<file path="config.mk">
export PLATFORM = sky130hd
export DESIGN_NAME = chm_front
export DESIGN_NICKNAME = d
export VERILOG_FILES = /design/src/chm_pkg.sv /design/src/chm_front.sv
export SDC_FILE = /design/constraint.sdc
export NUM_CORES = 1
export LEC_CHECK = 0
export BUFFER_PORTS_ARGS = -buffer_cell sky130_fd_sc_hd__buf_2
export CAP_MARGIN = 40
export CORE_MARGIN = 1.5
export CORE_UTILIZATION = 45
export CTS_BUF_LIST = sky130_fd_sc_hd__clkbuf_2
export CTS_CLUSTER_SIZE = 12
export DETAILED_ROUTE_END_ITERATION = 8
export PLACE_DENSITY_LB_ADDON = 0.05
export REMOVE_ABC_BUFFERS = 1
export SKIP_LAST_GASP = 1
export SYNTH_ARGS = -nofsm -noshare
export SYNTH_HDL_FRONTEND = slang
export SYNTH_SLANG_ARGS = --single-unit
export TNS_END_PERCENT = 50
</file>
<file path="constraint.sdc">
create_clock -name clk -period 6.7 [get_ports clk]
set_clock_uncertainty 0.1 [all_clocks]
set_input_delay 0.335 -clock clk [delete_from_list [all_inputs] [get_ports clk]]
set_output_delay 0.335 -clock clk [all_outputs]
set_load 0.1 [all_outputs]
</file>
<file path="src/chm_pkg.sv">
package chm_pkg;

	localparam int ENTRIES_DEF = 256;
	localparam int BUCKETS_DEF = 257;
	localparam int KEY_W = 32;
	localparam int VAL_W = 32;
	localparam int OP_W = 2;
	localparam int ST_W = 2;
	localparam int CFG_W = 9;

	localparam logic [KEY_W-1:0] HASH_MUL = 32'd2654435761;
	localparam logic [CFG_W-1:0] CFG_RESET = 9'd257;

	localparam logic [OP_W-1:0] OP_ADD = 2'd0;
	localparam logic [OP_W-1:0] OP_LOOKUP = 2'd1;
	localparam logic [OP_W-1:0] OP_REMOVE = 2'd2;

	localparam logic [ST_W-1:0] ST_OK = 2'd0;
	localparam logic [ST_W-1:0] ST_MISS = 2'd1;
	localparam logic [ST_W-1:0] ST_FULL = 2'd2;

	typedef struct packed {
		logic [OP_W-1:0] op;
		logic [KEY_W-1:0] key;
		logic [VAL_W-1:0] value;
	} req_t;

	typedef struct packed {
		logic [ST_W-1:0] status;
		logic [VAL_W-1:0] found_value;
	} rsp_t;

endpackage

</file>
<file path="src/chm_front.sv">
module chm_front #(
	parameter int BUCKETS = chm_pkg::BUCKETS_DEF,
	parameter int BW = $clog2(BUCKETS)
) (
	input logic clk,
	input logic arst_n,
	input logic req_valid,
	output logic req_ready,
	input chm_pkg::req_t req,
	input logic cfg_valid,
	input logic [chm_pkg::CFG_W-1:0] cfg_data,
	output logic push,
	output logic [chm_pkg::OP_W+chm_pkg::KEY_W+chm_pkg::VAL_W+BW-1:0] job,
	input logic full
);

	localparam int NW = ($clog2(BUCKETS + 1) > chm_pkg::CFG_W) ?
		$clog2(BUCKETS + 1) : chm_pkg::CFG_W;
	localparam int CW = $clog2(chm_pkg::KEY_W);

	typedef enum logic [1:0] {F_IDLE, F_DIV, F_PUSH} fstate_t;

	fstate_t state_q;
	logic [chm_pkg::CFG_W-1:0] cfg_q;
	chm_pkg::req_t req_q;
	logic [chm_pkg::KEY_W-1:0] hash_q;
	logic [NW-1:0] rem_q;
	logic [NW-1:0] n_q;
	logic [CW-1:0] cnt_q;
	logic [NW-1:0] cfg_ext;
	logic [NW-1:0] n_sel;
	logic [NW:0] trial;
	logic [NW:0] diff;

	assign req_ready = (state_q == F_IDLE);
	assign push = (state_q == F_PUSH);
	assign job = {req_q.op, req_q.key, req_q.value, rem_q[BW-1:0]};

	assign cfg_ext = NW'(cfg_q);
	always_comb begin
		if (cfg_ext == '0) begin
			n_sel = NW'(1);
		end else if (cfg_ext > NW'(BUCKETS)) begin
			n_sel = NW'(BUCKETS);
		end else begin
			n_sel = cfg_ext;
		end
	end

	assign trial = {rem_q, hash_q[chm_pkg::KEY_W-1]};
	assign diff = trial - {1'b0, n_q};

	always_ff @(posedge clk or negedge arst_n) begin
		if (!arst_n) begin
			state_q <= F_IDLE;
			cfg_q <= chm_pkg::CFG_RESET;
			req_q <= '0;
			hash_q <= '0;
			rem_q <= '0;
			n_q <= '0;
			cnt_q <= '0;
		end else begin
			if (cfg_valid) begin
				cfg_q <= cfg_data;
			end
			case (state_q)
				F_IDLE: begin
					if (req_valid) begin
						req_q <= req;
						hash_q <= req.key * chm_pkg::HASH_MUL;
						rem_q <= '0;
						n_q <= n_sel;
						cnt_q <= '0;
						state_q <= F_DIV;
					end
				end
				F_DIV: begin
					if (trial >= {1'b0, n_q}) begin
						rem_q <= diff[NW-1:0];
					end else begin
						rem_q <= trial[NW-1:0];
					end
					hash_q <= {hash_q[chm_pkg::KEY_W-2:0], 1'b0};
					cnt_q <= cnt_q + CW'(1);
					if (cnt_q == CW'(chm_pkg::KEY_W - 1)) begin
						state_q <= F_PUSH;
					end
				end
				F_PUSH: begin
					if (!full) begin
						state_q <= F_IDLE;
					end
				end
				default: begin
					state_q <= F_IDLE;
				end
			endcase
		end
	end

endmodule

</file>
# --- Yosys cells after proc, flatten, opt, wreduce, memory -nomap -nowiden ---
# Index checks and enable logic that the tools add are counted.
totals:
  register_bits: 132
  output_inout_bits: 77
  elab_cells: 39
op_classes:
  addsub: 2
  n_mul: 1
  order_cmp: 2
  n_eq_ne: 6
  n_mux: 13
  n_reduce_logical: 6
ops:
  columns: ["cell", "count"]
  rows:
  - ["$pmux W32 S2", 1]
  - ["$mux W9", 4]
  - ["$mul A32 B32 Y32 const B", 1]
  - ["$mux W32", 1]
  - ["$pmux W9 S2", 1]
  - ["$ge A10 B9 Y1", 1]
  - ["$pmux W5 S2", 1]
  - ["$gt A9 B9 Y1 const B", 1]
  - ["$logic_not A9 Y1", 1]
  - ["$sub A9 B9 Y9", 1]
  - ["$mux W2", 3]
  - ["$ne A2 B2 Y1 const B", 3]
  - ["$pmux W2 S3", 1]
  - ["$add A5 B1 Y5 const B", 1]
  - ["$eq A5 B5 Y1 const B", 1]
  - ["$mux W5", 1]
  - ["$reduce_and A2 Y1", 2]
  - ["$reduce_and A3 Y1", 1]
  - ["$eq A2 B1 Y1 const B", 1]
  - ["$eq A2 B2 Y1 const B", 1]
  - ["$logic_not A2 Y1", 1]
  - ["$reduce_bool A2 Y1", 1]

# --- Depth between registers and ports, before layout ---
# Gate-level depths: netlist of the first run.
depth:
  depth_word: 3
  depth_mapped: 26
  depth_no_buf: 26

# --- Worst setup path after synthesis of the first run ---
# Ideal clock, no wire load.
synth_timing:
  path_kind: "input port to flip-flop"
  start: "input port req[36] (netlist name)"
  end: "register hash_q[31] (netlist name)"
  t_arrival_ns: 6.309
  required_time_ns: 6.470
  slack_ns: 0.161
  stages: 26
  n_path_buf: 0
  cell_sequence: "inv_1 fa_1 inv_1 fa_1 fa_1 inv_1 fa_1 inv_1 fa_1 inv_1 fa_1 inv_1 fa_1 inv_1 fa_1 inv_1 ha_1 a21oi_1 o21ai_0 a31oi_1 o21ai_1 and2_4 a221o_1 a311oi_2 xnor2_1 o21ai_1"
synth_between:
  elab_chain_cells: 3
synth_lines:
  columns: ["element", "line_no", "text"]
  rows:
  - ["start, declared", "chm_front.sv:9", "input chm_pkg::req_t req,"]
  - ["$mul A32 B32 Y32", "chm_front.sv:70", "hash_q <= req.key * chm_pkg::HASH_MUL;"]
  - ["$mux W32", "chm_front.sv:68", "if (req_valid) begin"]
  - ["$pmux W32 S2", "chm_front.sv:66", "case (state_q)"]
  - ["end signal, assigned", "chm_front.sv:70", null]
  - ["end signal, assigned", "chm_front.sv:83", "hash_q <= {hash_q[chm_pkg::KEY_W-2:0], 1'b0};"]
  - ["end, declared", "chm_front.sv:26", "logic [chm_pkg::KEY_W-1:0] hash_q;"]
# No other way between the ends. The select of a mux whose other input is x is not followed.
# A chain may end at the register's enable or synchronous reset.

# --- Worst setup path after layout of the first run ---
layout_timing:
  start: "input port req[37] (netlist name)"
  end: "register hash_q[31] (netlist name)"
# Same word-level chain as after synthesis.

==> results of run 1 <==
==> repair_timing <==
item / in CTS / in global routing
endpoints found under the setup margin: 0 / 4
resized for setup: 0 / 6
setup buffers: 0 / 2
hold endpoints to repair: 147 / 0
hold buffers: 86 / 0
==> final cells by class <==
class	count	area (um^2)	area share, %
Clock inverter	12	155	0.893
Multi-Input combinational cell	925	9610	55.3
Sequential cell	132	3310	19.0
Tap cell	402	503	2.89
Antenna cell	1	2.50	0.0144
Timing Repair Buffer	322	2270	13.0
Inverter	381	1430	8.23
Clock buffer	20	100	0.576
==> state kept, by name (all words and copies together), names as in the netlist <==
signal	count
cnt_q	5
rem_q	9
n_q	9
job	66
cfg_ext	9
hash_q	32
state_q	2
==> cells by family after synthesis <==
kind of cell    Yosys count  share of synthesized area, %
buf+inv                 414                          10.8
fa+ha+maj               403                          45.6
simple gates            265                          7.85
compound gates          184                          8.18
flops                   132                          22.9
xor+xnor                 60                          3.64
mux                      13                         0.981
==> how the worst min path moves through the flow <==
stage	endpoint	startpoint	slack, ns	depth (start not counted)
after CTS	job[54]	req[45]	0.01	4
after detailed placement	job[41]	arst_n	0.31	1
after floorplan	cfg_ext[1]	arst_n	-0.06	0
final	job[54]	req[45]	0.13	4
after global routing	job[54]	req[45]	0.05	4
after global placement	job[41]	arst_n	0.30	1
==> metal layers <==
layer | track usage (%) | part of all wire [%] | up-vias
met5 | 0 | 0 | -
li1 | - | - | 5167
met3 | 3.51 | 3.8 | 42
met2 | 41.2 | 49 | 180
met4 | 6.41 | 2.1 | 0
met1 | 32.0 | 46 | 5299
==> cells in the final DEF, fill, tap and decap left out, types with 8 or more instances in the layout <==
| cell type | netlist | layout |
|---|---|---|
| sky130_fd_sc_hd__inv_1 | 381 | 381 |
| sky130_fd_sc_hd__fa_1 | 205 | 204 |
| sky130_fd_sc_hd__ha_1 | 198 | 196 |
| sky130_fd_sc_hd__nand2_1 | 193 | 192 |
| sky130_fd_sc_hd__buf_2 | 0 | 155 |
| sky130_fd_sc_hd__dfrtp_1 | 130 | 130 |
| sky130_fd_sc_hd__dlygate4sd3_1 | 0 | 85 |
| sky130_fd_sc_hd__buf_4 | 0 | 80 |
| sky130_fd_sc_hd__o21ai_0 | 72 | 72 |
| sky130_fd_sc_hd__xnor2_1 | 45 | 45 |
| sky130_fd_sc_hd__a22oi_1 | 26 | 26 |
| sky130_fd_sc_hd__a21oi_1 | 22 | 20 |
| sky130_fd_sc_hd__clkbuf_2 | 0 | 20 |
| sky130_fd_sc_hd__xor2_1 | 15 | 15 |
| sky130_fd_sc_hd__nor2_1 | 15 | 14 |
| sky130_fd_sc_hd__o21ai_1 | 13 | 13 |
| sky130_fd_sc_hd__nand3_1 | 10 | 10 |
| sky130_fd_sc_hd__nand2b_1 | 8 | 8 |
| sky130_fd_sc_hd__mux2_2 | 8 | 8 |
==> tightest hold or removal path, stage by stage <==
cell and delay (ns):
sky130_fd_sc_hd__buf_2 0.17, sky130_fd_sc_hd__inv_1 0.22, sky130_fd_sc_hd__buf_4 0.16, sky130_fd_sc_hd__o21ai_0 0.08
==> through the flow <==
| step | hold slack [ns] | util, % |
|---|---|---|
| finish | 0.134 | 55.1 |
| floorplan | -0.0606 | - |
| detailed placement | 0.307 | 51.3 |
| global placement | 0.300 | 51.3 |
| global route | 0.0525 | 55.1 |
| CTS | 0.0113 | 54.9 |
==> flow_results.xml, run 1 <==
<?xml version="1.0" encoding="UTF-8"?>
<metrics>
  <group name="worst_setup_path">
    <metric name="crit_fanout" unit="">3</metric>
    <metric name="regToRegStartpoint" unit="">hash_q[31]</metric>
    <metric name="cells_on_worst_reg2reg_path" unit="">11</metric>
    <metric name="start_kind" unit="">input port</metric>
    <metric name="setup.worst_path.start" unit="">req[37]</metric>
    <metric name="timing.critical_path.buf_inv" unit="">9</metric>
    <metric name="cp.depth" unit="">27</metric>
    <metric name="cpMaxStageDelayCell" unit="">sky130_fd_sc_hd__fa_1</metric>
    <metric name="worst_setup_path_end_kind" unit="">flop</metric>
    <metric name="regToRegEndpoint" unit="">rem_q[1]</metric>
    <metric name="critPathArrivalTime" unit="ns">7.08</metric>
    <metric name="cpPeakStageDelay" unit="ns">0.54</metric>
    <metric name="timing.setup.critical_path_class" unit="">in -&gt; reg</metric>
    <metric name="crit_family" unit="">adder cells</metric>
    <metric name="worst-r2r-setup-slack" unit="ns">3.93</metric>
    <metric name="capturing_instance_or_port_of_the_critical_path" unit="">hash_q[31]</metric>
    <metric name="critPathRequiredTime" unit="ns">7.26</metric>
    <metric name="critical-path-top-cell-by-count" unit="">sky130_fd_sc_hd__fa_1</metric>
  </group>
  <group name="run">
    <metric name="number_of_maximum_capacitance_constraint_violations" unit="">0</metric>
  </group>
  <group name="placement">
    <metric name="io_buffers" unit="">156</metric>
    <metric name="detailed_place.area" unit="mm^2">0.0162</metric>
    <metric name="dpl.cell_count" unit="">2074</metric>
    <metric name="dp_hpwl" unit="um">29400</metric>
    <metric name="globalplace.congestion" unit="">0.925</metric>
    <metric name="pre_cts_ws" unit="ns">-0.174</metric>
  </group>
  <group name="detailed_routing">
    <metric name="num_vias" unit="">10700</metric>
    <metric name="drt_pre_antenna_iters" unit="">5</metric>
    <metric name="drt-vias-per-instance" unit="">4.87</metric>
    <metric name="finalWirelength" unit="um">37300</metric>
    <metric name="ant_nets" unit="">0</metric>
    <metric name="remaining_drc_errors" unit="">0</metric>
    <metric name="avgRoutedWirePerCell" unit="um">17.0</metric>
    <metric name="drt_iter0_drc" unit="">416</metric>
  </group>
  <group name="global_route">
    <metric name="global_route_wire_length_before_repair" unit="um">60600</metric>
    <metric name="number_of_antenna_violations_at_the_first_check_in_global_routing" unit="">2</metric>
    <metric name="first_global_vias" unit="">11500</metric>
    <metric name="overflow" unit="">0</metric>
    <metric name="gr-usage-all-layers" unit="%">24.1</metric>
    <metric name="pin_count_of_the_biggest_net_entering_global_routing" unit="">74</metric>
  </group>
  <group name="sta">
    <metric name="fmax" unit="GHz">0.153</metric>
    <metric name="timing.final.ws_setup" unit="ns">0.185</metric>
    <metric name="timing_max_transition_violations_final" unit="">0</metric>
    <metric name="setup-violations-final" unit="">0</metric>
    <metric name="worstMarginPinSlew" unit="ns">0.838</metric>
    <metric name="unrepaired_setup_endpoints_after_global_routing" unit="">yes</metric>
    <metric name="timing.max_slew.rel_slack" unit="%">44.1</metric>
    <metric name="hold_viol_final" unit="">0</metric>
    <metric name="min_period_over_period" unit="%">97.2</metric>
    <metric name="timing.setup.tns" unit="ns">0</metric>
    <metric name="finalWorstPathRequiredPeriod" unit="ns">6.51</metric>
  </group>
  <group name="floorplanning">
    <metric name="placementRows" unit="">65</metric>
    <metric name="dieWidth" unit="um">182</metric>
    <metric name="die_height" unit="um">182</metric>
    <metric name="std_cell_core_area" unit="mm^2">0.0316</metric>
    <metric name="io_pins" unit="">157</metric>
    <metric name="die_area" unit="mm^2">0.0331</metric>
    <metric name="start_util" unit="%">45.7</metric>
  </group>
  <group name="min_path">
    <metric name="worst_hold_path_type" unit="">in -&gt; reg</metric>
  </group>
  <group name="yosys">
    <metric name="yosys_most_used_dff" unit="">sky130_fd_sc_hd__dfrtp_1</metric>
    <metric name="synth_area_leader" unit="">sky130_fd_sc_hd__fa_1</metric>
    <metric name="synth.top_cell.area_share" unit="%">28.5</metric>
    <metric name="ys_async_sr_fraction" unit="%">100</metric>
    <metric name="synth.cells.most_frequent" unit="">381 x sky130_fd_sc_hd__inv_1, 205 x sky130_fd_sc_hd__fa_1, 198 x sky130_fd_sc_hd__ha_1, 193 x sky130_fd_sc_hd__nand2_1, 130 x sky130_fd_sc_hd__dfrtp_1</metric>
    <metric name="synth.distinct_cells" unit="">53</metric>
    <metric name="ys_ff_latch" unit="">132</metric>
    <metric name="largest_cells_by_area_after_synthesis" unit="">sky130_fd_sc_hd__fa_1 28%, sky130_fd_sc_hd__dfrtp_1 23%, sky130_fd_sc_hd__ha_1 17%</metric>
    <metric name="yosysWarningCount" unit="">0</metric>
    <metric name="netlist_area" unit="mm^2">0.0144</metric>
    <metric name="ys_seq_area_share" unit="%">22.9</metric>
    <metric name="synthesis.instances" unit="">1471</metric>
    <metric name="number_of_enable_flip_flop_cells_after_synthesis" unit="">0</metric>
    <metric name="synth.most_common_cell" unit="">sky130_fd_sc_hd__inv_1</metric>
    <metric name="synth.avg_cell_area" unit="um^2">9.80</metric>
  </group>
  <group name="clock_tree">
    <metric name="cts_root_buf" unit="">sky130_fd_sc_hd__clkbuf_2</metric>
    <metric name="clkSlewWorstSetupHoldPaths" unit="ns">0.19</metric>
    <metric name="cts.htree.levels" unit="">4</metric>
    <metric name="tritoncts" unit="">yes</metric>
    <metric name="cts.sinks" unit="">132</metric>
    <metric name="clock_insertion_delay_worst_skew" unit="ns">0.79</metric>
    <metric name="ctsLongestPathBuffers" unit="">2</metric>
    <metric name="numCtsBuffers" unit="">17</metric>
  </group>
  <group name="finish">
    <metric name="num-fill-cells" unit="">2982</metric>
    <metric name="synthToLayoutAreaGrowth" unit="%">20.5</metric>
    <metric name="drive_above_1_share" unit="%">16.8</metric>
    <metric name="finish.cell_count_without_fillers" unit="">2195</metric>
    <metric name="stdcell_area" unit="mm^2">0.0174</metric>
    <metric name="nNetsFinal" unit="">2262</metric>
  </group>
  <group name="status">
    <metric name="run_status" unit="">completed</metric>
  </group>
</metrics>
Power of run 1 is not shown: default switching activity piles up to over one toggle a cycle in this logic, so the estimate is an artifact.
==> run 2: changes to the inputs <==
--- a/config.mk
+++ b/config.mk
@@ -7,9 +7,11 @@
 export LEC_CHECK = 0
 export BUFFER_PORTS_ARGS = -buffer_cell sky130_fd_sc_hd__buf_2
 export CAP_MARGIN = 40
+export CORE_ASPECT_RATIO = 1.4
 export CORE_MARGIN = 1.5
 export CORE_UTILIZATION = 45
 export CTS_BUF_LIST = sky130_fd_sc_hd__clkbuf_2
+export CTS_CLUSTER_DIAMETER = 200
 export CTS_CLUSTER_SIZE = 12
 export DETAILED_ROUTE_END_ITERATION = 8
 export PLACE_DENSITY_LB_ADDON = 0.05
@@ -18,4 +20,4 @@
 export SYNTH_ARGS = -nofsm -noshare
 export SYNTH_HDL_FRONTEND = slang
 export SYNTH_SLANG_ARGS = --single-unit
-export TNS_END_PERCENT = 50
+export TNS_END_PERCENT = 1
==> flow_results.xml, run 2 (same netlist as run 1, synthesis figures left out) <==
<?xml version="1.0" encoding="UTF-8"?>
<metrics>
  <group name="finish">
    <metric name="drive_above_1_share" unit="%">17.1</metric>
    <metric name="most_common_cell_after_layout_fill_and_taps_aside" unit="">sky130_fd_sc_hd__inv_1</metric>
    <metric name="num-fill-cells" unit="">3011</metric>
    <metric name="synthToLayoutAreaGrowth" unit="%">20.5</metric>
    <metric name="largest_register_ffs" unit="">66</metric>
    <metric name="nNetsFinal" unit="">2262</metric>
    <metric name="mostFrequentLayoutCells" unit="">381 x sky130_fd_sc_hd__inv_1, 203 x sky130_fd_sc_hd__fa_1, 194 x sky130_fd_sc_hd__ha_1</metric>
  </group>
  <group name="sta">
    <metric name="timing.max_slew.rel_slack" unit="%">43.3</metric>
    <metric name="min_period_over_period" unit="%">97.4</metric>
    <metric name="hold_viol_final" unit="">0</metric>
    <metric name="timing.setup.tns" unit="ns">0</metric>
    <metric name="worstMarginPinSlew" unit="ns">0.850</metric>
    <metric name="setup-violations-final" unit="">0</metric>
    <metric name="unrepaired_setup_endpoints_after_global_routing" unit="">yes</metric>
    <metric name="finalWorstPathRequiredPeriod" unit="ns">6.53</metric>
    <metric name="fmax" unit="GHz">0.153</metric>
    <metric name="timing_max_transition_violations_final" unit="">0</metric>
  </group>
  <group name="floorplanning">
    <metric name="start_util" unit="%">45.6</metric>
    <metric name="die_height" unit="um">215</metric>
    <metric name="dieWidth" unit="um">154</metric>
    <metric name="std_cell_core_area" unit="mm^2">0.0316</metric>
    <metric name="placementRows" unit="">77</metric>
    <metric name="die_area" unit="mm^2">0.0331</metric>
    <metric name="io_pins" unit="">157</metric>
  </group>
  <group name="global_route">
    <metric name="number_of_antenna_violations_at_the_first_check_in_global_routing" unit="">1</metric>
    <metric name="grt_util_met1" unit="%">28.1</metric>
    <metric name="busiest_layer" unit="">met2</metric>
    <metric name="global_route_met2_utilization" unit="%">46.1</metric>
    <metric name="global_route_wire_length_before_repair" unit="um">60900</metric>
    <metric name="grtUsageMet3" unit="%">2.78</metric>
    <metric name="gr-usage-all-layers" unit="%">24.2</metric>
    <metric name="pin_count_of_the_biggest_net_entering_global_routing" unit="">74</metric>
    <metric name="overflow" unit="">0</metric>
    <metric name="first_global_vias" unit="">11700</metric>
  </group>
  <group name="placement">
    <metric name="globalplace.congestion" unit="">0.951</metric>
    <metric name="io_buffers" unit="">156</metric>
    <metric name="dp_hpwl" unit="um">30100</metric>
  </group>
  <group name="detailed_routing">
    <metric name="num_vias" unit="">10600</metric>
    <metric name="remaining_drc_errors" unit="">0</metric>
    <metric name="ant_nets" unit="">0</metric>
    <metric name="avgRoutedWirePerCell" unit="um">17.0</metric>
    <metric name="drt_pre_antenna_iters" unit="">4</metric>
    <metric name="drt-vias-per-instance" unit="">4.83</metric>
    <metric name="finalWirelength" unit="um">37100</metric>
    <metric name="drt_iter0_drc" unit="">485</metric>
  </group>
  <group name="worst_setup_path">
    <metric name="timing.critical_path.buf_inv" unit="">7</metric>
    <metric name="cpMaxStageDelayCell" unit="">sky130_fd_sc_hd__dlygate4sd3_1</metric>
    <metric name="start_kind" unit="">input port</metric>
    <metric name="cpPeakStageDelay" unit="ns">0.55</metric>
    <metric name="crit_family" unit="">adder cells</metric>
    <metric name="critPathRequiredTime" unit="ns">7.22</metric>
    <metric name="timing.setup.critical_path_class" unit="">in -&gt; reg</metric>
    <metric name="crit_fanout" unit="">3</metric>
    <metric name="worst_setup_path_end_kind" unit="">flop</metric>
    <metric name="critPathArrivalTime" unit="ns">7.05</metric>
    <metric name="critical-path-top-cell-by-count" unit="">sky130_fd_sc_hd__fa_1</metric>
  </group>
  <group name="clock_tree">
    <metric name="numCtsBuffers" unit="">17</metric>
    <metric name="ctsLongestPathBuffers" unit="">2</metric>
    <metric name="cts.sinks" unit="">132</metric>
    <metric name="clock_insertion_delay_worst_skew" unit="ns">0.78</metric>
    <metric name="cts_setup_buffers" unit="">0</metric>
    <metric name="tritoncts" unit="">yes</metric>
    <metric name="clkSlewWorstSetupHoldPaths" unit="ns">0.23</metric>
    <metric name="cts.htree.levels" unit="">4</metric>
    <metric name="cts_root_buf" unit="">sky130_fd_sc_hd__clkbuf_2</metric>
  </group>
  <group name="min_path">
    <metric name="worst_hold_path_type" unit="">in -&gt; reg</metric>
  </group>
  <group name="status">
    <metric name="run_status" unit="">completed</metric>
  </group>
  <group name="run">
    <metric name="number_of_maximum_capacitance_constraint_violations" unit="">0</metric>
  </group>
</metrics>
## run 2: cell count changes in the layout (fill, tap and decap cells not counted), sizes merged
cell,before,now
inv,383,391
bufinv,3,0
clkbuf,20,17
clkinv,5,2
buf,237,238
clkinvlp,2,3
dlygate4sd3,85,84
## run 2: per-layer routing
metal | up-vias | routed length (um)
li1 | 5171 | -
met3 | 55 | 693
met1 | 5189 | 15200
met4 | 0 | 1040
met5 | - | 0
met2 | 158 | 20300
## run 2: per-stage QoR
| step | std cells | util (%) | instance area (um^2) | setup slack (ns) | hold WS (ns) |
|---|---|---|---|---|---|
| floorplan | 1438 | - | 14300 | 0.0744 | -0.0606 |
| global placement | 2070 | 51.3 | 16200 | -0.179 | 0.295 |
| detailed placement | 2070 | 51.3 | 16200 | -0.211 | 0.299 |
| CTS | 2187 | 54.7 | 17300 | 0.154 | 0.00169 |
| global route | 2188 | 55.0 | 17400 | -0.00168 | 0.0598 |
| finish | 2188 | 55.0 | 17400 | 0.173 | 0.130 |
## run 2: path summary, 6_finish.rpt
| check | end | slack [ns] | start | cells after the start |
|---|---|---|---|---|
| worst min-delay path | job[54] | 0.13 | req[45] | 4 |
| worst min register to register | hash_q[15] | 0.37 | hash_q[14] | 2 |
| max in group asynchronous | n_q[1] | 5.09 | arst_n | 4 |
| min in group asynchronous | n_q[3] | 0.40 | arst_n | 3 |
| worst max register to register | rem_q[7] | 3.97 | hash_q[31] | 11 |
| worst max-delay path | hash_q[29] | 0.17 | req[33] | 25 |
## run 2: area by class of cell
| cell class | instances | area (um^2) | area share [%] |
|---|---|---|---|
| Sequential cell | 132 | 3310 | 19.0 |
| Antenna cell | 1 | 2.50 | 0.0144 |
| Clock buffer | 17 | 85.1 | 0.490 |
| Clock inverter | 15 | 135 | 0.778 |
| Tap cell | 395 | 494 | 2.85 |
| Timing Repair Buffer | 322 | 2260 | 13.0 |
| Multi-Input combinational cell | 925 | 9650 | 55.6 |
| Inverter | 381 | 1430 | 8.23 |
## run 2: worst reg2reg max path, stage by stage, from the launching register on
cell and delay (ns):
sky130_fd_sc_hd__dfrtp_1 0.45, sky130_fd_sc_hd__inv_1 0.07, sky130_fd_sc_hd__ha_1 0.17, sky130_fd_sc_hd__fa_1 0.22, sky130_fd_sc_hd__inv_1 0.05, sky130_fd_sc_hd__a21o_1 0.15
sky130_fd_sc_hd__a21oi_1 0.28, sky130_fd_sc_hd__nor2_1 0.10, sky130_fd_sc_hd__o31ai_1 0.28, sky130_fd_sc_hd__nand2b_1 0.38, sky130_fd_sc_hd__mux2i_1 0.27, sky130_fd_sc_hd__o21ai_0 0.09
## run 2: what timing repair did
action | 4_1_cts | 5_1_grt
resized for setup | 0 | 12
hold buffers | 85 | 0
endpoints found under the setup margin | 0 | 7
endpoints found under the hold margin | 145 | 0
Power of run 2 is left out for the same reason.
