### src/chm_fifo.sv
module chm_fifo #(
	parameter int W = 8
) (
	input logic clk,
	input logic arst_n,
	input logic push,
	input logic [W-1:0] wdata,
	output logic full,
	input logic pop,
	output logic nonempty,
	output logic [W-1:0] rdata
);

	logic [W-1:0] mem_q [2];
	logic wptr_q;
	logic rptr_q;
	logic [1:0] cnt_q;

	assign full = (cnt_q == 2'd2);
	assign nonempty = (cnt_q != 2'd0);
	assign rdata = mem_q[rptr_q];

	always_ff @(posedge clk) begin
		if (push && !full) begin
			mem_q[wptr_q] <= wdata;
		end
	end

	always_ff @(posedge clk or negedge arst_n) begin
		if (!arst_n) begin
			wptr_q <= 1'b0;
			rptr_q <= 1'b0;
			cnt_q <= 2'd0;
		end else begin
			if (push && !full) begin
				wptr_q <= ~wptr_q;
			end
			if (pop && nonempty) begin
				rptr_q <= ~rptr_q;
			end
			if ((push && !full) && !(pop && nonempty)) begin
				cnt_q <= cnt_q + 2'd1;
			end else if (!(push && !full) && (pop && nonempty)) begin
				cnt_q <= cnt_q - 2'd1;
			end
		end
	end

endmodule

### config.mk
export PLATFORM = sky130hd
export DESIGN_NAME = chm_fifo
export DESIGN_NICKNAME = d
export VERILOG_FILES = /design/src/chm_fifo.sv
export SDC_FILE = /design/constraint.sdc
export NUM_CORES = 1
export LEC_CHECK = 0
export BUFFER_PORTS_ARGS = -buffer_cell sky130_fd_sc_hd__buf_2
export CAP_MARGIN = 20
export CORE_MARGIN = 2
export CORE_UTILIZATION = 56
export CTS_BUF_LIST = sky130_fd_sc_hd__clkbuf_4
export CTS_CLUSTER_DIAMETER = 80
export DETAILED_ROUTE_END_ITERATION = 6
export GPL_TIMING_DRIVEN = 1
export PLACE_DENSITY = 0.83
export SYNTH_ARGS = -nofsm -noshare
export SYNTH_HDL_FRONTEND = slang
export SYNTH_SLANG_ARGS = --single-unit
export TNS_END_PERCENT = 20
### constraint.sdc
create_clock -name clk -period 2.9 [get_ports clk]
set_clock_uncertainty 0.2 [all_clocks]
set_input_delay 0.58 -clock clk [delete_from_list [all_inputs] [get_ports clk]]
set_output_delay 0.58 -clock clk [all_outputs]
set_load 0.02 [all_outputs]
; ---- Word-level counts from Yosys, hierarchy flattened
; Memory sizes are Yosys's and may differ from the RTL's.
; Cells that the tools add are included.
[classes]
bitwise_logic = 2
reduce_logical = 9
n_eq_ne = 1
mux = 4
addsub = 2
[op_table]
columns = operator, n
row1 = logical AND 1 bit, 4
row2 = 2-to-1 mux 2 bit, 2
row3 = nonzero test 2 bit, 2
row4 = zero test 1 bit, 3
row5 = adder 2 x 1 -> 2 bit (second input constant), 1
row6 = == test 2 bit (second input constant), 1
row7 = 2-to-1 mux 1 bit, 2
row8 = NOT 1 bit, 2
row9 = subtractor 2 x 1 -> 2 bit (second input constant), 1
[totals]
n_memories = 1
register_bits = 4
ramBits = 16
out_inout_bits = 10
[memory_table]
columns = name, words, width, read_ports, rd_ports_with_merged_regs, write_ports, line
row1 = mem_q, 2, 8, 1, 0, 1, 14  ; logic [W-1:0] mem_q [2];

; ---- Longest topological paths before layout
; Gate-level depths: netlist (run 1).
[depth]
ltp_word = 7
ltp_mapped = 7

; ---- Worst setup path before layout (run 1)
; No wires, ideal clock.
[synth_path]
path_type = flip-flop to output port
start = reg rptr_q
end = out rdata[0]
slack_ns = 1.208
stages_incl_launch_ff = 3
path_buffers = 1
arrival_ns = 0.912
path_cell_list = dfrtp_1 > buf_2 > mux2_1
[synth_between]
elab_chain_len = 1
[synth_rtl]
columns = element, line
row1 = from (decl), 16  ; logic rptr_q;
row2 = from (signal assigned), 39  ; rptr_q <= ~rptr_q;
row3 = memory read (2 x 8 bit), n/a
row4 = to (decl), 11  ; output logic [W-1:0] rdata
; Every way passes these cells.

; ---- Worst setup path in the final report (run 1)
[layout_path]
start = reg rptr_q
end = out rdata[3]
; The elaborated chain is that of the path after synthesis.

==> results of run 1 <==
critical path, cell delays in order, from the launching register on:
cell and delay [ns]:
sky130_fd_sc_hd__dfrtp_1 0.57, sky130_fd_sc_hd__mux2_1 0.36, sky130_fd_sc_hd__buf_2 0.16
cells in the mapped netlist:
master / n / area share [%]
sky130_fd_sc_hd__and3_1: 1 / 0.80
sky130_fd_sc_hd__ha_1: 1 / 1.6
sky130_fd_sc_hd__mux2_1: 8 / 12
sky130_fd_sc_hd__dfrtp_1: 4 / 13
sky130_fd_sc_hd__xnor2_1: 3 / 3.4
sky130_fd_sc_hd__nand2b_1: 1 / 0.80
sky130_fd_sc_hd__or2_4: 1 / 1.1
sky130_fd_sc_hd__inv_1: 2 / 0.96
sky130_fd_sc_hd__buf_2: 1 / 0.64
sky130_fd_sc_hd__nand2_4: 1 / 1.4
sky130_fd_sc_hd__xor2_1: 2 / 2.2
sky130_fd_sc_hd__edfxtp_1: 16 / 61
sky130_fd_sc_hd__nand2_1: 1 / 0.48
sky130_fd_sc_hd__nor2_1: 2 / 0.96
metal layers:
layer | global-route usage (%) | vias up | wire length, um
met3 | 4.348 | 2 | 48
met4 | 9.677 | 0 | 19
li1 | - | 207 | -
met5 | 0 | - | 0
met1 | 17.22 | 200 | 419
met2 | 30.31 | 13 | 639
registers in the layout (all words and copies together) (netlist names):
signal	flops
mem_q	16
cnt_q	2
rptr_q	1
wptr_q	1
per-stage QoR:
stage               area [um2]  cells
finish                   942.2     84
global route             942.2     84
CTS                      942.2     84
detailed placement       902.1     79
global placement         902.1     79
floorplan                783.3     44
power breakdown:
part	internal [W]	switching, W	total [W]
combinational	0.000148	0.000196	0.000345
sequential	0.000402	0.0000556	0.000457
clock	0.0000629	0.0000776	0.000141
total	0.000613	0.000330	0.000943
cell families after synthesis:
group	count (synthesis)	synth area share, %
simple gates	7	5.592
xor+xnor	5	5.592
flops	20	74.12
fa+ha+maj	1	1.597
mux	8	11.50
buf+inv	3	1.597
cell type report:
cell class                 instances  area [um2]  share of cell area, %
timing repair buffer              22       115.1                  12.22
tap                               15       18.77                  1.992
sequential                        20       580.6                  61.62
multi-input combinational         21       190.2                  20.19
clock buffer                       4       30.03                  3.187
inverter                           2       7.507                 0.7968
timing repair:
item	in CTS	in global routing
hold endpoints to repair	4	0
resized for setup	0	0
hold buffers	1	0
setup buffers	0	0
worst max path at each step:
stage                     startpoint  cells past startpoint  slack (ns)          end
after floorplan               rptr_q                      2        1.21     rdata[0]
final                         rptr_q                      2        0.73     rdata[3]
after global routing          rptr_q                      2        0.65     rdata[1]
after detailed placement        push                      3        1.02  mem_q[0][7]
after CTS                     rptr_q                      2        0.70     rdata[3]
after global placement        rptr_q                      2        1.03     rdata[6]
==> insert_results.sql, run 1 <==
INSERT INTO impl_metrics (metric_group, metric, value, unit) VALUES
('status', 'outcome', 'complete, no violations', ''),
('global_route', 'gr-usage-all-layers', '16.79', '%'),
('finish', 'layout_common_cells', 'sky130_fd_sc_hd__buf_2, sky130_fd_sc_hd__edfxtp_1, sky130_fd_sc_hd__mux2_1, sky130_fd_sc_hd__clkbuf_4, sky130_fd_sc_hd__dfrtp_1', ''),
('sta', 'post-route-period-util', '74.77', '%'),
('global_route', 'initial_antenna_violation_count', '0', ''),
('pwr', 'vdd.ir_drop.worst', '586.1', 'uV'),
('floorplanning', 'num_io_pins', '22', ''),
('finish', 'n_fill_cell', '92', ''),
('place', 'post-dp-hpwl', '891.1', 'um'),
('sta', 'timing_worst_slew_pin_value', '0.6547', 'ns'),
('setup_path', 'cp.required', '2.12', 'ns'),
('route', 'route.detailed.wl_per_inst', '13.40', 'um'),
('finish', 'final_layout_size_suffix_gt1_share', '39.13', '%'),
('floorplanning', 'die_width', '41.40', 'um'),
('sta', 'final.hold.worst_slack', '0.2640', 'ns'),
('pwr', 'power_density', '1000', 'nW/um2'),
('sta', 'finalWorstSetupSlack', '0.7317', 'ns'),
('place', 'preCtsSetupSlack', '1.015', 'ns'),
('synthesis', 'synth.yosys.seq_area_share', '74.12', '%'),
('route', 'routed-via-count', '422', ''),
('synthesis', 'synth-seq-cells', '20', ''),
('synthesis', 'postSynthNetCount', '57', ''),
('setup_path', 'worst_r2r_endpoint', 'mem_q[0][5]', ''),
('floorplanning', 'design.core.area', '1301', 'um2'),
('sta', 'setup_violation_total_in_the_final_timing_report', '0', ''),
('sta', 'timing.max_slew.rel_slack', '56.19', '%'),
('setup_path', 'data_arrival_at_the_endpoint_of_the_critical_path', '1.39', 'ns'),
('setup_path', 'kind_of_capture_point_of_the_worst_setup_path', 'output pin', ''),
('synthesis', 'synth.lib_cells_used.distinct', '14', ''),
('sta', 'fin_crit', '2.168', 'ns'),
('setup_path', 'rrSetupSlack', '1.11', 'ns'),
('hold_path', 'worstHoldPathCells', '1', ''),
('hold_path', 'worstHoldStart', 'wdata[1]', ''),
('cts', 'clock_sinks', '20', ''),
('setup_path', 'crit_path_start_kind', 'flop', ''),
('finish', 'num_antenna_cells', '0', ''),
('route', 'remaining_drc_errors', '0', ''),
('finish', 'net_count_of_the_finished_layout', '83', ''),
('sta', 'clock.fmax', '461.2', 'MHz'),
('route', 'vias_per_cell', '5.024', ''),
('place', 'place.port_buffers', '21', ''),
('cts', 'tritoncts', 'yes', ''),
('floorplanning', 'floorplan.die.height', '41.40', 'um'),
('route', 'detail_route.wirelength', '1126', 'um'),
('synthesis', 'avgSynthCellArea', '17.80', 'um2'),
('finish', 'utilization', '72.40', '%'),
('pwr', 'overall_power_of_the_completed_layout', '0.0009425', 'W'),
('flow_run', 'cap_viol_max_count', '0', ''),
('setup_path', 'biggest_fanout_along_the_worst_timing_path', '9', ''),
('route', 'drt.antenna.violating_nets', '0', ''),
('floorplanning', 'num_rows', '13', ''),
('place', 'gp_congestion', '0.6551', ''),
('setup_path', 'r2r_cells', '3', ''),
('pwr', 'power.leakage', '0.3958', 'nW'),
('sta', 'rsz0062_at_grt', 'no', ''),
('sta', 'timing.final.max_slew_violations', '0', ''),
('finish', 'syn2layout_area_growth', '20.29', '%'),
('finish', 'layout.cells.most_common', 'sky130_fd_sc_hd__buf_2', ''),
('sta', 'timing_hold_violations_final', '0', ''),
('sta', 'timing.setup.tns', '0', 'ns'),
('global_route', 'first_global_vias', '480', ''),
('route', 'drt_iter0_markers', '3', ''),
('global_route', 'grt_ovf', '0', ''),
('floorplanning', 'initial_utilization', '60.19', '%'),
('cts', 'clkTransAtPathRegs', '0.10', 'ns'),
('cts', 'cts_made_buffers', '3', ''),
('cts', 'worst_skew_pair.late_latency', '0.29', 'ns'),
('synthesis', 'syn-instance-count', '44', ''),
('floorplanning', 'die_area', '1714', 'um2'),
('setup_path', 'setup.worst_path.class', 'flop to output pin', ''),
('synthesis', 'synth.cell_area', '783.3', 'um2'),
('hold_path', 'hold_end', 'mem_q[0][1]', ''),
('setup_path', 'r2r_start', 'cnt_q[0]', ''),
('synthesis', 'ys_warn_count', '0', ''),
('cts', 'h-tree-depth', '1', ''),
('cts', 'cts-root-to-sink-buffers', '2', ''),
('hold_path', 'holdCritPathClass', 'primary input to flop', ''),
('route', 'detail_route.first_pass.iterations', '3', ''),
('cts', 'cts.root.buffer_cell', 'sky130_fd_sc_hd__clkbuf_4', ''),
('global_route', 'largest_net_degree_at_the_start_of_global_routing', '12', ''),
('global_route', 'grt_pass1_wl', '2063', 'um');
No activity file was read; power rests on OpenSTA's default activity.
==> run 2, diff against run 1 <==
--- a/config.mk
+++ b/config.mk
@@ -5,15 +5,17 @@
 export SDC_FILE = /design/constraint.sdc
 export NUM_CORES = 1
 export LEC_CHECK = 0
+export ABC_AREA = 1
 export BUFFER_PORTS_ARGS = -buffer_cell sky130_fd_sc_hd__buf_2
 export CAP_MARGIN = 20
+export CORE_ASPECT_RATIO = 1.2
 export CORE_MARGIN = 2
-export CORE_UTILIZATION = 56
+export CORE_UTILIZATION = 52
 export CTS_BUF_LIST = sky130_fd_sc_hd__clkbuf_4
 export CTS_CLUSTER_DIAMETER = 80
 export DETAILED_ROUTE_END_ITERATION = 6
 export GPL_TIMING_DRIVEN = 1
-export PLACE_DENSITY = 0.83
+export PLACE_DENSITY = 0.77
 export SYNTH_ARGS = -nofsm -noshare
 export SYNTH_HDL_FRONTEND = slang
 export SYNTH_SLANG_ARGS = --single-unit
==> constraint.sdc (replaced) <==
create_clock -name clk -period 2.26 [get_ports clk]
set_clock_uncertainty 0.2 [all_clocks]
set_input_delay 0.452 -clock clk [delete_from_list [all_inputs] [get_ports clk]]
set_output_delay 0.452 -clock clk [all_outputs]
set_load 0.02 [all_outputs]
==> run 2 against run 1 <==
  * Hold slack got worse by 0.13 ns
  * Total power increased by 48%
  * Register-to-register slack got worse by 0.41 ns
  * Global-route usage increased by 0.12 points
  * Design area increased by 7.2%
  * Combinational power increased by 54%
  * Critical path type unchanged
  * Highest routed layer unchanged
==> insert_results.sql, run 2 <==
INSERT INTO impl_metrics (metric_group, metric, value, unit) VALUES
('status', 'outcome', 'complete, no violations', ''),
('setup_path', 'cp.required', '1.61', 'ns'),
('global_route', 'largest_net_degree_at_the_start_of_global_routing', '13', ''),
('cts', 'cts.root.buffer_cell', 'sky130_fd_sc_hd__clkbuf_4', ''),
('route', 'drt.antenna.violating_nets', '0', ''),
('floorplanning', 'initial_utilization', '55.90', '%'),
('synthesis', 'synth.yosys.seq_area_share', '70.95', '%'),
('synthesis', 'ys_warn_count', '0', ''),
('synthesis', 'synth-seq-cells', '20', ''),
('synthesis', 'synth_simple_gate_area_share', '21.56', '%'),
('synthesis', 'synth-compound-area-share', '0.6116', '%'),
('finish', 'final_layout_size_suffix_gt1_share', '33.33', '%'),
('flow_run', 'cap_viol_max_count', '0', ''),
('route', 'remaining_drc_errors', '0', ''),
('setup_path', 'setup.worst_path.class', 'flop to output pin', ''),
('synthesis', 'synthFlopType', 'sky130_fd_sc_hd__edfxtp_1', ''),
('synthesis', 'synth_fa_ha_area_share', '1.529', '%'),
('route', 'drt_iter0_markers', '8', ''),
('finish', 'n_fill_cell', '108', ''),
('place', 'dpl.cell_count', '111', ''),
('finish', 'layout_common_cells', 'sky130_fd_sc_hd__nand2_1, sky130_fd_sc_hd__buf_2, sky130_fd_sc_hd__edfxtp_1, sky130_fd_sc_hd__inv_1, sky130_fd_sc_hd__dfrtp_1', ''),
('cts', 'h-tree-depth', '1', ''),
('setup_path', 'cp_cell_sequence', 'inv_2, nand2_1, nand2_1, buf_2', ''),
('global_route', 'first_global_vias', '469', ''),
('floorplanning', 'design.core.area', '1464', 'um2'),
('finish', 'layout.cells.most_common', 'sky130_fd_sc_hd__nand2_1', ''),
('sta', 'timing.max_slew.rel_slack', '78.72', '%'),
('global_route', 'groute.layer.met2.usage', '29.03', '%'),
('global_route', 'initial_antenna_violation_count', '0', ''),
('setup_path', 'setup.worst_path.start', 'rptr_q', ''),
('sta', 'timing_hold_violations_final', '0', ''),
('place', 'preCtsSetupSlack', '0.6557', 'ns'),
('synthesis', 'avgSynthCellArea', '11.21', 'um2'),
('route', 'vias_per_cell', '4.888', ''),
('sta', 'timing.final.max_slew_violations', '0', ''),
('place', 'post-dp-hpwl', '1050', 'um'),
('synthesis', 'share_of_cell_area_taken_by_muxes_after_synthesis', '0', '%'),
('setup_path', 'rrSetupSlack', '0.70', 'ns'),
('synthesis', 'synth_top_family_by_area', 'simple AND/OR/NAND/NOR gates', ''),
('sta', 'timing_worst_slew_pin_value', '0.3192', 'ns'),
('setup_path', 'critical-path-top-delay-family', 'flip-flops', ''),
('global_route', 'grt_ovf', '0', ''),
('synthesis', 'postSynthNetCount', '86', ''),
('sta', 'clock.fmax', '517.4', 'MHz'),
('pwr', 'vdd.ir_drop.worst', '933.0', 'uV'),
('place', 'place.port_buffers', '21', ''),
('route', 'routed-via-count', '567', ''),
('sta', 'fin_crit', '1.933', 'ns'),
('setup_path', 'crit_path_cell_count', '4', ''),
('synthesis', 'synth.lib_cells_used.distinct', '15', ''),
('synthesis', 'synth_edf_count', '16', ''),
('sta', 'setup_violation_total_in_the_final_timing_report', '0', ''),
('synthesis', 'synthesized_area_fraction_occupied_by_xor_and_xnor_cells', '1.070', '%'),
('hold_path', 'holdCritPathClass', 'primary input to flop', ''),
('setup_path', 'worstPathBufferInverterCount', '2', ''),
('finish', 'syn2layout_area_growth', '23.39', '%'),
('synthesis', 'synth.top_cells.by_area', 'sky130_fd_sc_hd__edfxtp_1, sky130_fd_sc_hd__nand2_1, sky130_fd_sc_hd__dfrtp_1', ''),
('place', 'gp_congestion', '0.7474', ''),
('finish', 'top_register', 'mem_q', ''),
('cts', 'cts.repair_timing.setup_buffer_count', '0', ''),
('route', 'route.detailed.wl_per_inst', '12.22', 'um'),
('cts', 'clock_sinks', '20', ''),
('cts', 'tritoncts', 'yes', ''),
('setup_path', 'kind_of_capture_point_of_the_worst_setup_path', 'output pin', ''),
('finish', 'finish.cell_count_without_fillers', '116', ''),
('setup_path', 'max_stage_delay', '0.51', 'ns'),
('setup_path', 'data_arrival_at_the_endpoint_of_the_critical_path', '1.28', 'ns'),
('floorplanning', 'die_width', '40.21', 'um'),
('setup_path', 'critical-path-slowest-cell', 'sky130_fd_sc_hd__dfrtp_1', ''),
('pwr', 'power_density', '1382', 'nW/um2'),
('setup_path', 'r2r_start', 'cnt_q[0]', ''),
('synthesis', 'syn-instance-count', '73', ''),
('setup_path', 'biggest_fanout_along_the_worst_timing_path', '10', ''),
('floorplanning', 'num_rows', '15', ''),
('synthesis', 'synth.cell_area', '818.3', 'um2'),
('global_route', 'grt_use_met1', '19.35', '%'),
('sta', 'post-route-period-util', '85.53', '%'),
('setup_path', 'r2r_cells', '7', ''),
('floorplanning', 'floorplan.die.height', '47.46', 'um'),
('global_route', 'gr-usage-all-layers', '16.91', '%'),
('cts', 'cts_made_buffers', '3', ''),
('global_route', 'grt_most_used_layer', 'met2', ''),
('floorplanning', 'num_io_pins', '22', ''),
('sta', 'timing.setup.tns', '0', 'ns'),
('setup_path', 'crit_path_start_kind', 'flop', ''),
('finish', 'largest_reg_flops', '16', ''),
('synthesis', 'postSynth.asyncResetShare', '20.00', '%'),
('floorplanning', 'die_area', '1908', 'um2'),
('pwr', 'power.leakage', '0.4837', 'nW'),
('synthesis', 'synth_top_area_share', '58.72', '%'),
('cts', 'clkTransAtPathRegs', '0.12', 'ns'),
('sta', 'finalWorstSetupSlack', '0.3271', 'ns'),
('route', 'detail_route.first_pass.iterations', '4', ''),
('sta', 'rsz0062_at_grt', 'no', ''),
('finish', 'utilization', '68.97', '%'),
('global_route', 'grt_pass1_wl', '1973', 'um'),
('finish', 'num_antenna_cells', '0', ''),
('synthesis', 'synthMostInstantiatedCell', 'sky130_fd_sc_hd__nand2_1', ''),
('global_route', 'grt_use_met3', '4.651', '%'),
('cts', 'worst_skew_pair.late_latency', '0.29', 'ns'),
('setup_path', 'cpMostUsedCell', 'sky130_fd_sc_hd__nand2_1', ''),
('cts', 'cts-root-to-sink-buffers', '2', ''),
('finish', 'largestRegisters', 'mem_q x16, cnt_q x2', ''),
('synthesis', 'netlist_top_cells_count', 'sky130_fd_sc_hd__nand2_1, sky130_fd_sc_hd__edfxtp_1, sky130_fd_sc_hd__inv_1, sky130_fd_sc_hd__dfrtp_1, sky130_fd_sc_hd__nand2_2', ''),
('route', 'detail_route.wirelength', '1417', 'um'),
('synthesis', 'biggest_area_consumer_among_synthesized_cells', 'sky130_fd_sc_hd__edfxtp_1', ''),
('setup_path', 'worst_setup_path_endpoint', 'rdata[2]', ''),
('pwr', 'overall_power_of_the_completed_layout', '0.001396', 'W'),
('setup_path', 'worst_r2r_endpoint', 'cnt_q[1]', ''),
('finish', 'net_count_of_the_finished_layout', '113', '');
[run 2: how the worst min path moves through the flow]
| stage | from | endpoint | depth (start not counted) |
|---|---|---|---|
| floorplan | arst_n | cnt_q[0] | 0 |
| global placement | arst_n | cnt_q[0] | 1 |
| global route | wdata[3] | mem_q[0][3] | 1 |
| CTS | wdata[1] | mem_q[0][1] | 1 |
| finish | wdata[1] | mem_q[0][1] | 1 |
| detailed placement | arst_n | cnt_q[0] | 1 |
[run 2: per-layer routing]
metal  wire (um)  part of all wire [%]  up-vias
met4          10                  0.71        0
met1         593                    42      250
li1            -                     -      289
met2         734                    52       26
met5           0                     0        -
met3          78                   5.5        2
[run 2: cell families (layout without fill, tap and decap cells)]
| kind of cell | after synthesis | in the layout |
|---|---|---|
| AND/OR/NAND/NOR | 41 | 41 |
| flip-flops | 20 | 20 |
| buffers and inverters | 9 | 35 |
| adder cells (fa/ha/maj) | 1 | 1 |
| AO/OA/AOI/OAI | 1 | 1 |
| XOR/XNOR | 1 | 1 |
[run 2: cell type report]
class	count	area (um2)	share of cell area [%]
inverter	8	30.03	2.974
multi-input combinational	44	202.7	20.07
timing repair buffer	23	122.6	12.14
clock inverter	1	30.03	2.974
tap	17	21.27	2.107
clock buffer	3	22.52	2.230
sequential	20	580.6	57.50
[run 2: report_power, final]
part	internal, W	total, W	switching (W)	leakage, nW
clock network	0.000179	0.000288	0.000109	0.0279
logic	0.000176	0.000532	0.000357	0.259
registers	0.000511	0.000575	0.0000635	0.197
[run 2: metrics by stage]
stage	instance area [um2]	hold slack, ns
6_report	1010	0.1305
5_1_grt	1010	0.1175
4_1_cts	1010	0.1407
3_5_place_dp	947.2	0.06434
3_3_place_gp	947.2	0.06539
2_1_floorplan	818.3	-0.04359
[run 2: worst register-to-register path: stages, from the launching register on]
cell	delay, ns
sky130_fd_sc_hd__dfrtp_1	0.45
sky130_fd_sc_hd__nor2_2	0.20
sky130_fd_sc_hd__nor2_4	0.05
sky130_fd_sc_hd__ha_1	0.30
sky130_fd_sc_hd__inv_1	0.09
sky130_fd_sc_hd__nand3_1	0.08
sky130_fd_sc_hd__nand2_1	0.06
sky130_fd_sc_hd__nand2_1	0.04
[run 2: what timing repair did]
| item | 4_1_cts | 5_1_grt |
|---|---|---|
| setup endpoints to repair | 0 | 0 |
| hold buffers | 1 | 0 |
| gates resized for setup | 0 | 0 |
| hold endpoints to repair | 4 | 0 |
==> run 3, diff against run 2 <==
--- a/config.mk
+++ b/config.mk
@@ -15,7 +15,7 @@
 export CTS_CLUSTER_DIAMETER = 80
 export DETAILED_ROUTE_END_ITERATION = 6
 export GPL_TIMING_DRIVEN = 1
-export PLACE_DENSITY = 0.77
+export PLACE_DENSITY = 0.84
 export SYNTH_ARGS = -nofsm -noshare
 export SYNTH_HDL_FRONTEND = slang
 export SYNTH_SLANG_ARGS = --single-unit
==> run 3 against run 2 <==
  * Die area unchanged
  * Maximum frequency is essentially flat
  * Via count decreased by 0.35%
  * Register-to-register slack hardly changed
  * Count of clock-buffer cells in the layout stayed put
  * Clock power is 44% lower
  * Design area down 2.6%
  * Combinational power about the same
  * Non-clock buffer count stayed put
  * Global-route usage barely moved
  * Hold slack improved by 0.015 ns
  * First-iteration DRC count up 63%
  * Critical path type unchanged
  * Largest power group unchanged
==> insert_results.sql, run 3 (synthesis results as in run 2) <==
INSERT INTO impl_metrics (metric_group, metric, value, unit) VALUES
('pwr', 'power_density', '1291', 'nW/um2'),
('cts', 'cts-root-to-sink-buffers', '2', ''),
('cts', 'cts.repair_timing.setup_buffer_count', '0', ''),
('finish', 'layout_common_cells', 'sky130_fd_sc_hd__nand2_1, sky130_fd_sc_hd__buf_2, sky130_fd_sc_hd__edfxtp_1, sky130_fd_sc_hd__inv_1, sky130_fd_sc_hd__dfrtp_1', ''),
('finish', 'largest_reg_flops', '16', ''),
('floorplanning', 'die_area', '1908', 'um2'),
('route', 'detail_route.wirelength', '1340', 'um'),
('floorplanning', 'num_rows', '15', ''),
('route', 'route.detailed.wl_per_inst', '11.55', 'um'),
('sta', 'setup_violation_total_in_the_final_timing_report', '0', ''),
('setup_path', 'r2r_cells', '7', ''),
('pwr', 'overall_power_of_the_completed_layout', '0.001269', 'W'),
('flow_run', 'cap_viol_max_count', '0', ''),
('sta', 'clock.fmax', '517.5', 'MHz'),
('pwr', 'power_switching_share', '40.83', '%'),
('sta', 'timing.max_slew.rel_slack', '78.12', '%'),
('sta', 'timing.final.max_slew_violations', '0', ''),
('floorplanning', 'num_io_pins', '22', ''),
('setup_path', 'biggest_fanout_along_the_worst_timing_path', '10', ''),
('sta', 'timing.setup.tns', '0', 'ns'),
('finish', 'num_antenna_cells', '0', ''),
('setup_path', 'cp.required', '1.61', 'ns'),
('route', 'routed-via-count', '565', ''),
('cts', 'cts.root.buffer_cell', 'sky130_fd_sc_hd__clkbuf_4', ''),
('sta', 'timing_worst_slew_pin_value', '0.3283', 'ns'),
('floorplanning', 'initial_utilization', '55.90', '%'),
('hold_path', 'worstHoldPathCells', '1', ''),
('finish', 'top_register', 'mem_q', ''),
('finish', 'net_count_of_the_finished_layout', '113', ''),
('pwr', 'power.net_switching', '0.0005183', 'W'),
('global_route', 'largest_net_degree_at_the_start_of_global_routing', '12', ''),
('setup_path', 'setup.worst_path.class', 'flop to output pin', ''),
('finish', 'largestRegisters', 'mem_q x16, cnt_q x2', ''),
('finish', 'layout.cells.most_common', 'sky130_fd_sc_hd__nand2_1', ''),
('global_route', 'gr-usage-all-layers', '16.86', '%'),
('status', 'outcome', 'complete, no violations', ''),
('hold_path', 'holdCritPathClass', 'primary input to flop', ''),
('sta', 'rsz0062_at_grt', 'no', ''),
('global_route', 'grt_pass1_wl', '1945', 'um'),
('route', 'drt_iter0_markers', '13', ''),
('cts', 'cts_made_buffers', '3', ''),
('cts', 'number_of_resized_instances_in_the_post_cts_repair_step', '0', ''),
('global_route', 'initial_antenna_violation_count', '0', ''),
('floorplanning', 'design.core.area', '1464', 'um2'),
('pwr', 'comb_power_share', '41.8', '%'),
('pwr', 'clkPwrFrac', '12.8', '%'),
('cts', 'worst_skew_pair.late_latency', '0.29', 'ns'),
('floorplanning', 'floorplan.die.height', '47.46', 'um'),
('finish', 'final_layout_size_suffix_gt1_share', '32.32', '%'),
('route', 'remaining_drc_errors', '0', ''),
('finish', 'syn2layout_area_growth', '20.18', '%'),
('route', 'vias_per_cell', '4.871', ''),
('setup_path', 'data_arrival_at_the_endpoint_of_the_critical_path', '1.28', 'ns'),
('pwr', 'power.leakage', '0.4712', 'nW'),
('floorplanning', 'die_width', '40.21', 'um'),
('place', 'gp_congestion', '0.6651', ''),
('sta', 'fin_crit', '1.932', 'ns'),
('place', 'place.port_buffers', '21', ''),
('cts', 'tritoncts', 'yes', ''),
('sta', 'timing_hold_violations_final', '0', ''),
('pwr', 'vdd.ir_drop.worst', '838.8', 'uV'),
('route', 'drt.antenna.violating_nets', '0', ''),
('global_route', 'grt_ovf', '0', ''),
('setup_path', 'crit_path_start_kind', 'flop', ''),
('route', 'detail_route.first_pass.iterations', '4', ''),
('cts', 'clkTransAtPathRegs', '0.10', 'ns'),
('setup_path', 'rrSetupSlack', '0.69', 'ns'),
('cts', 'h-tree-depth', '1', ''),
('setup_path', 'kind_of_capture_point_of_the_worst_setup_path', 'output pin', ''),
('cts', 'hold_buffers', '1', ''),
('place', 'post-dp-hpwl', '981.6', 'um'),
('pwr', 'cell_internal_pwr', '0.0007511', 'W'),
('cts', 'clock_sinks', '20', ''),
('pwr', 'sequentialPowerShare', '45.4', '%'),
('global_route', 'first_global_vias', '475', ''),
('sta', 'post-route-period-util', '85.51', '%');
[run 3: cell count changes in the layout (fill, tap and decap cells not counted)]
| cell | change |
|---|---|
| sky130_fd_sc_hd__clkinv_1 | +1 |
| sky130_fd_sc_hd__bufinv_16 | -1 |
[run 3: per-stage QoR]
step	area, um2	setup slack (ns)	util [%]	hold WS, ns	instances
floorplan	818.3	0.6481	-	-0.04359	73
global placement	947.2	0.6973	64.70	0.06532	111
detailed placement	947.2	0.6669	64.70	0.06461	111
CTS	983.4	0.3131	67.18	0.1412	116
global route	983.4	0.2254	67.18	0.1229	116
finish	983.4	0.3275	67.18	0.1453	116
[run 3: layout make-up]
class | instances | area [um2]
inverters | 8 | 30.03
flip-flops and latches | 20 | 580.6
clock inverters | 1 | 3.754
well taps | 17 | 21.27
repair buffers | 23 | 122.6
fillers | 122 | 480.5
clock buffers | 3 | 22.52
multi-input cells | 44 | 202.7
[run 3: power groups by stage]
stage | clock network, W | logic, W | registers (W)
2_1_floorplan | 0 | 0.000402 | 0.000551
3_3_place_gp | 0 | 0.000514 | 0.000578
3_5_place_dp | 0 | 0.000531 | 0.000584
4_1_cts | 0.000164 | 0.000534 | 0.000578
5_1_grt | 0.000187 | 0.000598 | 0.000589
6_report | 0.000162 | 0.000531 | 0.000577
[run 3: final timing paths]
kind / end / from
max: rdata[4] / rptr_q
min: mem_q[1][4] / wdata[4]
min reg2reg: wptr_q / wptr_q
min in group asynchronous: wptr_q / arst_n
max reg2reg: cnt_q[1] / cnt_q[0]
max in group asynchronous: cnt_q[1] / arst_n
[run 3: layer usage]
metal / routed length, um / GRT usage [%] / vias up
li1: - / - / 288
met1: 531 / 17.89 / 259
met2: 727 / 27.74 / 16
met3: 63 / 5.581 / 2
met4: 18 / 12.00 / 0
met5: 0 / 0 / -
[run 3: critical path: stages (launching register included)]
cell and delay (ns):
sky130_fd_sc_hd__dfrtp_1 0.55, sky130_fd_sc_hd__inv_2 0.15, sky130_fd_sc_hd__nand2_1 0.09, sky130_fd_sc_hd__nand2_1 0.05
sky130_fd_sc_hd__buf_2 0.15
